File: src/hdl/lmm_div.sv
// ----------------------------------------------------------------------------
// lmm_div: unsigned restoring divider
// Produces one quotient bit per cycle; done pulses as the last bit is registered.
// ----------------------------------------------------------------------------
`default_nettype none

module lmm_div #(
    parameter int NUM_W = 40,
    parameter int DEN_W = 17
) (
    input  wire               aclk,
    input  wire               aresetn,
    input  wire               start,
    input  wire  [NUM_W-1:0]  num,
    input  wire  [DEN_W-1:0]  den,
    output logic              done,
    output logic [NUM_W-1:0]  quo
);

    localparam int CNT_W = $clog2(NUM_W + 1);

    logic [DEN_W:0]   rem_reg, rem_next;
    logic [NUM_W-1:0] quo_reg, quo_next;
    logic [DEN_W-1:0] den_reg, den_next;
    logic [CNT_W-1:0] cnt_reg, cnt_next;
    logic             busy_reg, busy_next;
    logic             done_reg, done_next;
    logic [DEN_W:0]   trial;

    always_comb begin
        rem_next  = rem_reg;
        quo_next  = quo_reg;
        den_next  = den_reg;
        cnt_next  = cnt_reg;
        busy_next = busy_reg;
        done_next = 1'b0;
        trial     = {rem_reg[DEN_W-1:0], quo_reg[NUM_W-1]};
        if (start) begin
            rem_next  = '0;
            quo_next  = num;
            den_next  = den;
            cnt_next  = CNT_W'(NUM_W);
            busy_next = 1'b1;
        end else if (busy_reg) begin
            // Numerator bits shift out of the top as quotient bits shift in.
            if (trial >= {1'b0, den_reg}) begin
                rem_next = trial - {1'b0, den_reg};
                quo_next = {quo_reg[NUM_W-2:0], 1'b1};
            end else begin
                rem_next = trial;
                quo_next = {quo_reg[NUM_W-2:0], 1'b0};
            end
            cnt_next = cnt_reg - 1'b1;
            if (cnt_reg == CNT_W'(1)) begin
                busy_next = 1'b0;
                done_next = 1'b1;
            end
        end
    end

    always_ff @(posedge aclk) begin
        if (!aresetn) begin
            busy_reg <= 1'b0;
            done_reg <= 1'b0;
            cnt_reg  <= '0;
        end else begin
            busy_reg <= busy_next;
            done_reg <= done_next;
            cnt_reg  <= cnt_next;
        end
    end

    always_ff @(posedge aclk) begin
        rem_reg <= rem_next;
        quo_reg <= quo_next;
        den_reg <= den_next;
    end

    assign done = done_reg;
    assign quo  = quo_reg;

endmodule

`default_nettype wire

File: config.mk
export PLATFORM = sky130hd
export DESIGN_NAME = lmm_div
export DESIGN_NICKNAME = d
export VERILOG_FILES = /design/src/hdl/lmm_div.sv
export SDC_FILE = /design/constraint.sdc
export NUM_CORES = 1
export LEC_CHECK = 0
export BUFFER_PORTS_ARGS = -buffer_cell sky130_fd_sc_hd__buf_4
export CAP_MARGIN = 20
export CORE_UTILIZATION = 45
export CTS_CLUSTER_SIZE = 8
export DETAILED_ROUTE_END_ITERATION = 10
export HOLD_SLACK_MARGIN = 0.05
export PLACE_DENSITY = 0.78
export REMOVE_ABC_BUFFERS = 1
export SLEW_MARGIN = 20
export SYNTH_ARGS = -nofsm -noshare
export SYNTH_HDL_FRONTEND = slang
export SYNTH_SLANG_ARGS = --single-unit
File: constraint.sdc
create_clock -name aclk -period 5.6 [get_ports aclk]
set_input_delay 0 -clock aclk [delete_from_list [all_inputs] [get_ports aclk]]
set_output_delay 0 -clock aclk [all_outputs]
set_load 0.005 [all_outputs]
# [Word-level counts from Yosys, hierarchy flattened]
# Cells that the tools add are included.
[totals] regBits=82 latch_bits=0 ram_bits=0 mem_bits_ro=0 in_bits=60 mem_count=0
[op_classes] add_sub_neg=2 n_mul=0 n_div=0 magnitude_cmp=1 n_eq_ne=1 shift=0 n_mux=10 bitwise=2 reduce_logical=3
[op_table] cell="$mux 40" count=2
[op_table] cell="$ge 18x17->1" count=1
[op_table] cell="$mux 17" count=1
[op_table] cell="$sub 17x17->17" count=1
[op_table] cell="$mux 6" count=2
[op_table] cell="$eq 6x1->1 const B" count=1
[op_table] cell="$sub 6x1->6 const B" count=1
[op_table] cell="$mux 1" count=5
[op_table] cell="$reduce_or 3->1" count=1
[op_table] cell="$not 1->1" count=2
[op_table] cell="$reduce_bool 2->1" count=1
[op_table] cell="$reduce_or 2->1" count=1

# [Longest topological paths before layout]
[depth] depth_word=4 ltp_mapped=12 mapped_depth_nobuf=10

# [Least setup slack after synthesis]
# OpenSTA, ideal clock, no wires.
[synth_timing] path_kind="reg2reg" from="register quo_reg[39], in the netlist quo[39]" to="register quo_reg[0], in the netlist quo[0] (data pin)" setup_ns=0.260 t_arrival_ns=2.416 t_required_ns=5.340 path_slack_ns=2.924 stages_incl_launch_ff=12 path_buffers=2 period_less_slack_ns=2.676 path_cell_list="edfxtp_1 > inv_1 > ha_1 > inv_1 > fa_1 > a21o_1 > a221oi_2 > o211ai_1 > a21o_1 > buf_6 > buf_4 > mux2_2"
[synth_between] elab_chain_len=4
[synth_lines] element="start: declaration" line_no="23" rtl="logic [NUM_W-1:0] quo_reg, quo_next;"
[synth_lines] element="start signal: assignment" line_no="75" rtl="quo_reg <= quo_next;"
[synth_lines] element="$ge 18x17->1" line_no="46" rtl="if (trial >= {1'b0, den_reg}) begin"
[synth_lines] element="$mux 1" line_no="46"
[synth_lines] element="$mux 40" line_no="44" rtl="end else if (busy_reg) begin"
[synth_lines] element="$mux 40" line_no="38" rtl="if (start) begin"
[synth_lines] element="net quo_next[0]" line_no="23"
# The timed path passes the listed nets, and every way through them passes these cells. The select of a mux whose other input is x is not followed.
# A chain may end at the register's enable or synchronous reset.

# [Worst setup path in the final report]
[layout_timing] from="register quo_reg[39], in the netlist quo[39]" to="register rem_reg[13]"
[layout_between] elab_chain_len=2 elab_cells_between_ends=3 classes_between="1 x add/sub; 1 x order compare; 1 x mux"
[layout_lines] element="$sub 17x17->17 or $ge 18x17->1 (tied branches)" line_no="47, 46"
[layout_lines] element="$mux 17 (*)" line_no="46"
[layout_lines] element="end signal: assignment" line_no="74" rtl="rem_reg <= rem_next;"
[layout_lines] element="end: declaration" line_no="22" rtl="logic [DEN_W:0] rem_reg, rem_next;"
# Mark *: on every way between the ends. The rest lies on a longest branch, timed or not.

==> load_flow_metrics.sql <==
INSERT INTO impl_metrics (metric_group, metric, value, unit) VALUES
('global_routing', 'number_of_antenna_violations_at_the_first_check_in_global_routing', '0', ''),
('global_routing', 'grt_first_pass_wirelength', '16600', 'um'),
('die', 'pin_count', '101', ''),
('timing', 'final.setup.tns', '0', 'ps'),
('pwr', 'internal_power', '1.10', 'mW'),
('die', 'num_rows', '35', ''),
('hold_path', 'worst_hold_startpoint', 'start', ''),
('pwr', 'power.share.combinational', '24.6', '%'),
('drt', 'routed_wire_length_per_instance', '16.2', 'um'),
('critical_path', 'ff2ff_setup_slack', '2530', 'ps'),
('clocking', 'clk_transition_reported_paths', '90', 'ps'),
('clocking', 'cts.htree.levels', '3', ''),
('critical_path', 'criticalPathCategory', 'reg2reg', ''),
('clocking', 'clk_root_buffer_cell', 'sky130_fd_sc_hd__clkbuf_8', ''),
('die', 'die_x', '99.3', 'um'),
('global_routing', 'groute.usage.overall', '21.4', '%'),
('global_routing', 'remaining_overflow_grt', '0', ''),
('drt', 'route.detailed.drc', '0', ''),
('cells_and_area', 'largest_register_ff_count', '40', ''),
('placement', 'place.gp.congestion', '0.827', ''),
('critical_path', 'kind_of_end_point_of_the_critical_path', 'flop', ''),
('synthesis', 'ys.flop_type', 'sky130_fd_sc_hd__edfxtp_1', ''),
('critical_path', 'cp_max_fo', '25', ''),
('critical_path', 'critical_path.reg2reg.startpoint', 'quo[39]$_DFFE_PP_', ''),
('die', 'fp.dieArea', '9850', 'um2'),
('pwr', 'ir_worst_vdd', '0.169', 'mV'),
('cells_and_area', 'fillerInstances', '668', ''),
('clocking', 'worstSkewPairLatency', '360', 'ps'),
('hold_path', 'min_path_type', 'in2reg', ''),
('pwr', 'power.switching', '455', 'uW'),
('cells_and_area', 'nNetsFinal', '599', ''),
('critical_path', 'worst_setup_path_startpoint', 'quo[39]$_DFFE_PP_', ''),
('pwr', 'share_clk_of_total_power', '27.1', '%'),
('synthesis', 'synth.area.top_cells', 'sky130_fd_sc_hd__edfxtp_1, sky130_fd_sc_hd__dfxtp_1, sky130_fd_sc_hd__mux2_2', ''),
('pwr', 'p_per_area', '265', 'nW/um2'),
('synthesis', 'synth_seq_cells', '82', ''),
('timing', 'max_freq', '326', 'MHz'),
('run_status', 'outcome', 'completed', ''),
('die', 'die_height', '99.3', 'um'),
('timing', 'finalSetupViolations', '0', ''),
('timing', 'fin_worst_hold_slack', '124', 'ps'),
('cells_and_area', 'layout-area-overhead-vs-synth', '37.7', '%'),
('timing', 'hold_violations', '0', ''),
('clocking', 'cts_sinks', '82', ''),
('timing', 'final.setup_skew', '15.0', 'ps'),
('drt', 'drt_pass1_iterations', '4', ''),
('placement', 'port_buffers', '100', ''),
('cells_and_area', 'antenna_cells', '0', ''),
('timing', 'timing_max_transition_violations_final', '0', ''),
('drt', 'post_drt_via_cell_ratio', '5.39', ''),
('clocking', 'cts_buffer_depth', '2', ''),
('global_routing', 'grt_start_max_net_pins', '45', ''),
('drt', 'dr_total_vias', '3422', ''),
('clocking', 'post_cts_setup_buffers', '0', ''),
('pwr', 'switching_share', '29.3', '%'),
('synthesis', 'synth_commonest_cells', 'sky130_fd_sc_hd__edfxtp_1, sky130_fd_sc_hd__mux2_2, sky130_fd_sc_hd__nor2_1, sky130_fd_sc_hd__dfxtp_1, sky130_fd_sc_hd__inv_1', ''),
('timing', 'timing.final.crit_share', '54.8', '%'),
('timing', 'tightestPinTransition', '929', 'ps'),
('critical_path', 'timing.critical_path.arrival', '3330', 'ps'),
('die', 'initial_core_utilization', '46.3', '%'),
('drt', 'remaining_antenna_violation_count', '0', ''),
('timing', 'rsz_0062_raised_after_global_routing', 'no', ''),
('synthesis', 'syn-cell-area', '4260', 'um2'),
('synthesis', 'synth_area_leader_cell', 'sky130_fd_sc_hd__edfxtp_1', ''),
('run', 'cap_viol_max_count', '0', ''),
('timing', 'finalCriticalPeriod', '3070', 'ps'),
('synthesis', 'netlist_instances', '362', ''),
('pwr', 'seq_power_share', '48.3', '%'),
('pwr', 'static-leakage-power', '2.46', 'nW'),
('synthesis', 'synth-warning-count', '0', ''),
('synthesis', 'most_instantiated_library_cell_after_synthesis', 'sky130_fd_sc_hd__edfxtp_1', '');
==> critical path, cell delays in order (launching register included) <==
cell,delay (ps)
sky130_fd_sc_hd__edfxtp_1,430
sky130_fd_sc_hd__inv_1,80
sky130_fd_sc_hd__ha_1,150
sky130_fd_sc_hd__inv_1,50
sky130_fd_sc_hd__fa_1,400
sky130_fd_sc_hd__a21o_1,230
sky130_fd_sc_hd__a221oi_2,410
sky130_fd_sc_hd__o211ai_1,130
sky130_fd_sc_hd__a21o_1,500
sky130_fd_sc_hd__or3_1,490
sky130_fd_sc_hd__o211ai_1,110
==> layout by cell type (no fill, tap or decap), drive strengths merged, types with 6 or more instances in the layout <==
cell and n:
buf 103, dlygate4sd3 58, edfxtp 57, mux2 40, nor2 30, inv 29, dfxtp 25, ha 19
nand2 17, a21oi 13, a21o 10, a211oi 10, xnor2 10, clkbuf 10, mux2i 8, nor3 6
==> worst paths after layout <==
path                              endpoint  cells past startpoint
setup / recovery  rem_reg[13]$_SDFFE_PP0P_                     10
hold / removal       den_reg[11]$_DFFE_PP_                      1
setup reg to reg  rem_reg[13]$_SDFFE_PP0P_                     10
hold reg to reg    rem_reg[5]$_SDFFE_PP0P_                      2
==> routing by layer <==
layer  global-route usage [%]  wire length (um)  part of all wire [%]  vias to the layer above
met3                     7.87               794                   7.7                       17
met5                        0                 0                     0                        -
met1                     26.4              4450                    43                     1627
li1                         -                 -                     -                     1653
met2                     35.2              4910                    48                      125
met4                     6.00               113                   1.1                        0
==> area by class of cell <==
cell class / instances / area [um2] / area share [%]
multi-input cells: 239 / 1870 / 31.8
flip-flops and latches: 82 / 2210 / 37.7
repair buffers: 161 / 1350 / 23.1
clock inverters: 6 / 55.1 / 0.939
clock buffers: 10 / 138 / 2.35
inverters: 26 / 97.6 / 1.66
well taps: 111 / 139 / 2.37
==> through the flow <==
step	setup slack [ps]	instance area [um2]	power [mW]	cells	util [%]
after floorplan	2870	4180	0.961	347	-
after global placement	2660	5090	1.09	561	55.3
after detailed placement	2550	5090	1.10	561	55.3
after CTS	2510	5860	1.56	635	63.7
after global routing	2350	5860	1.63	635	63.7
final	2530	5860	1.55	635	63.7
==> power by group through the flow <==
| stage | registers [mW] | logic (mW) | clock network, mW |
|---|---|---|---|
| 5_1_grt | 0.757 | 0.416 | 0.453 |
| 2_1_floorplan | 0.759 | 0.202 | 0 |
| 3_5_place_dp | 0.760 | 0.343 | 0 |
| 4_1_cts | 0.748 | 0.377 | 0.430 |
| 6_report | 0.751 | 0.382 | 0.422 |
| 3_3_place_gp | 0.759 | 0.334 | 0 |
==> kinds of logic (layout without fill, tap and decap cells) <==
logic type | after synthesis | after routing | synth area share (%)
buffers and inverters | 41 | 203 | 4.17
and+or+nand+nor | 82 | 82 | 9.49
AOI/OAI and AO/OA | 74 | 74 | 12.8
adders and majority gates | 20 | 20 | 6.06
DFF | 82 | 82 | 52.0
muxes | 48 | 48 | 12.5
xor gates and xnor gates | 15 | 15 | 3.09
No activity file was read; power rests on OpenSTA's default activity.
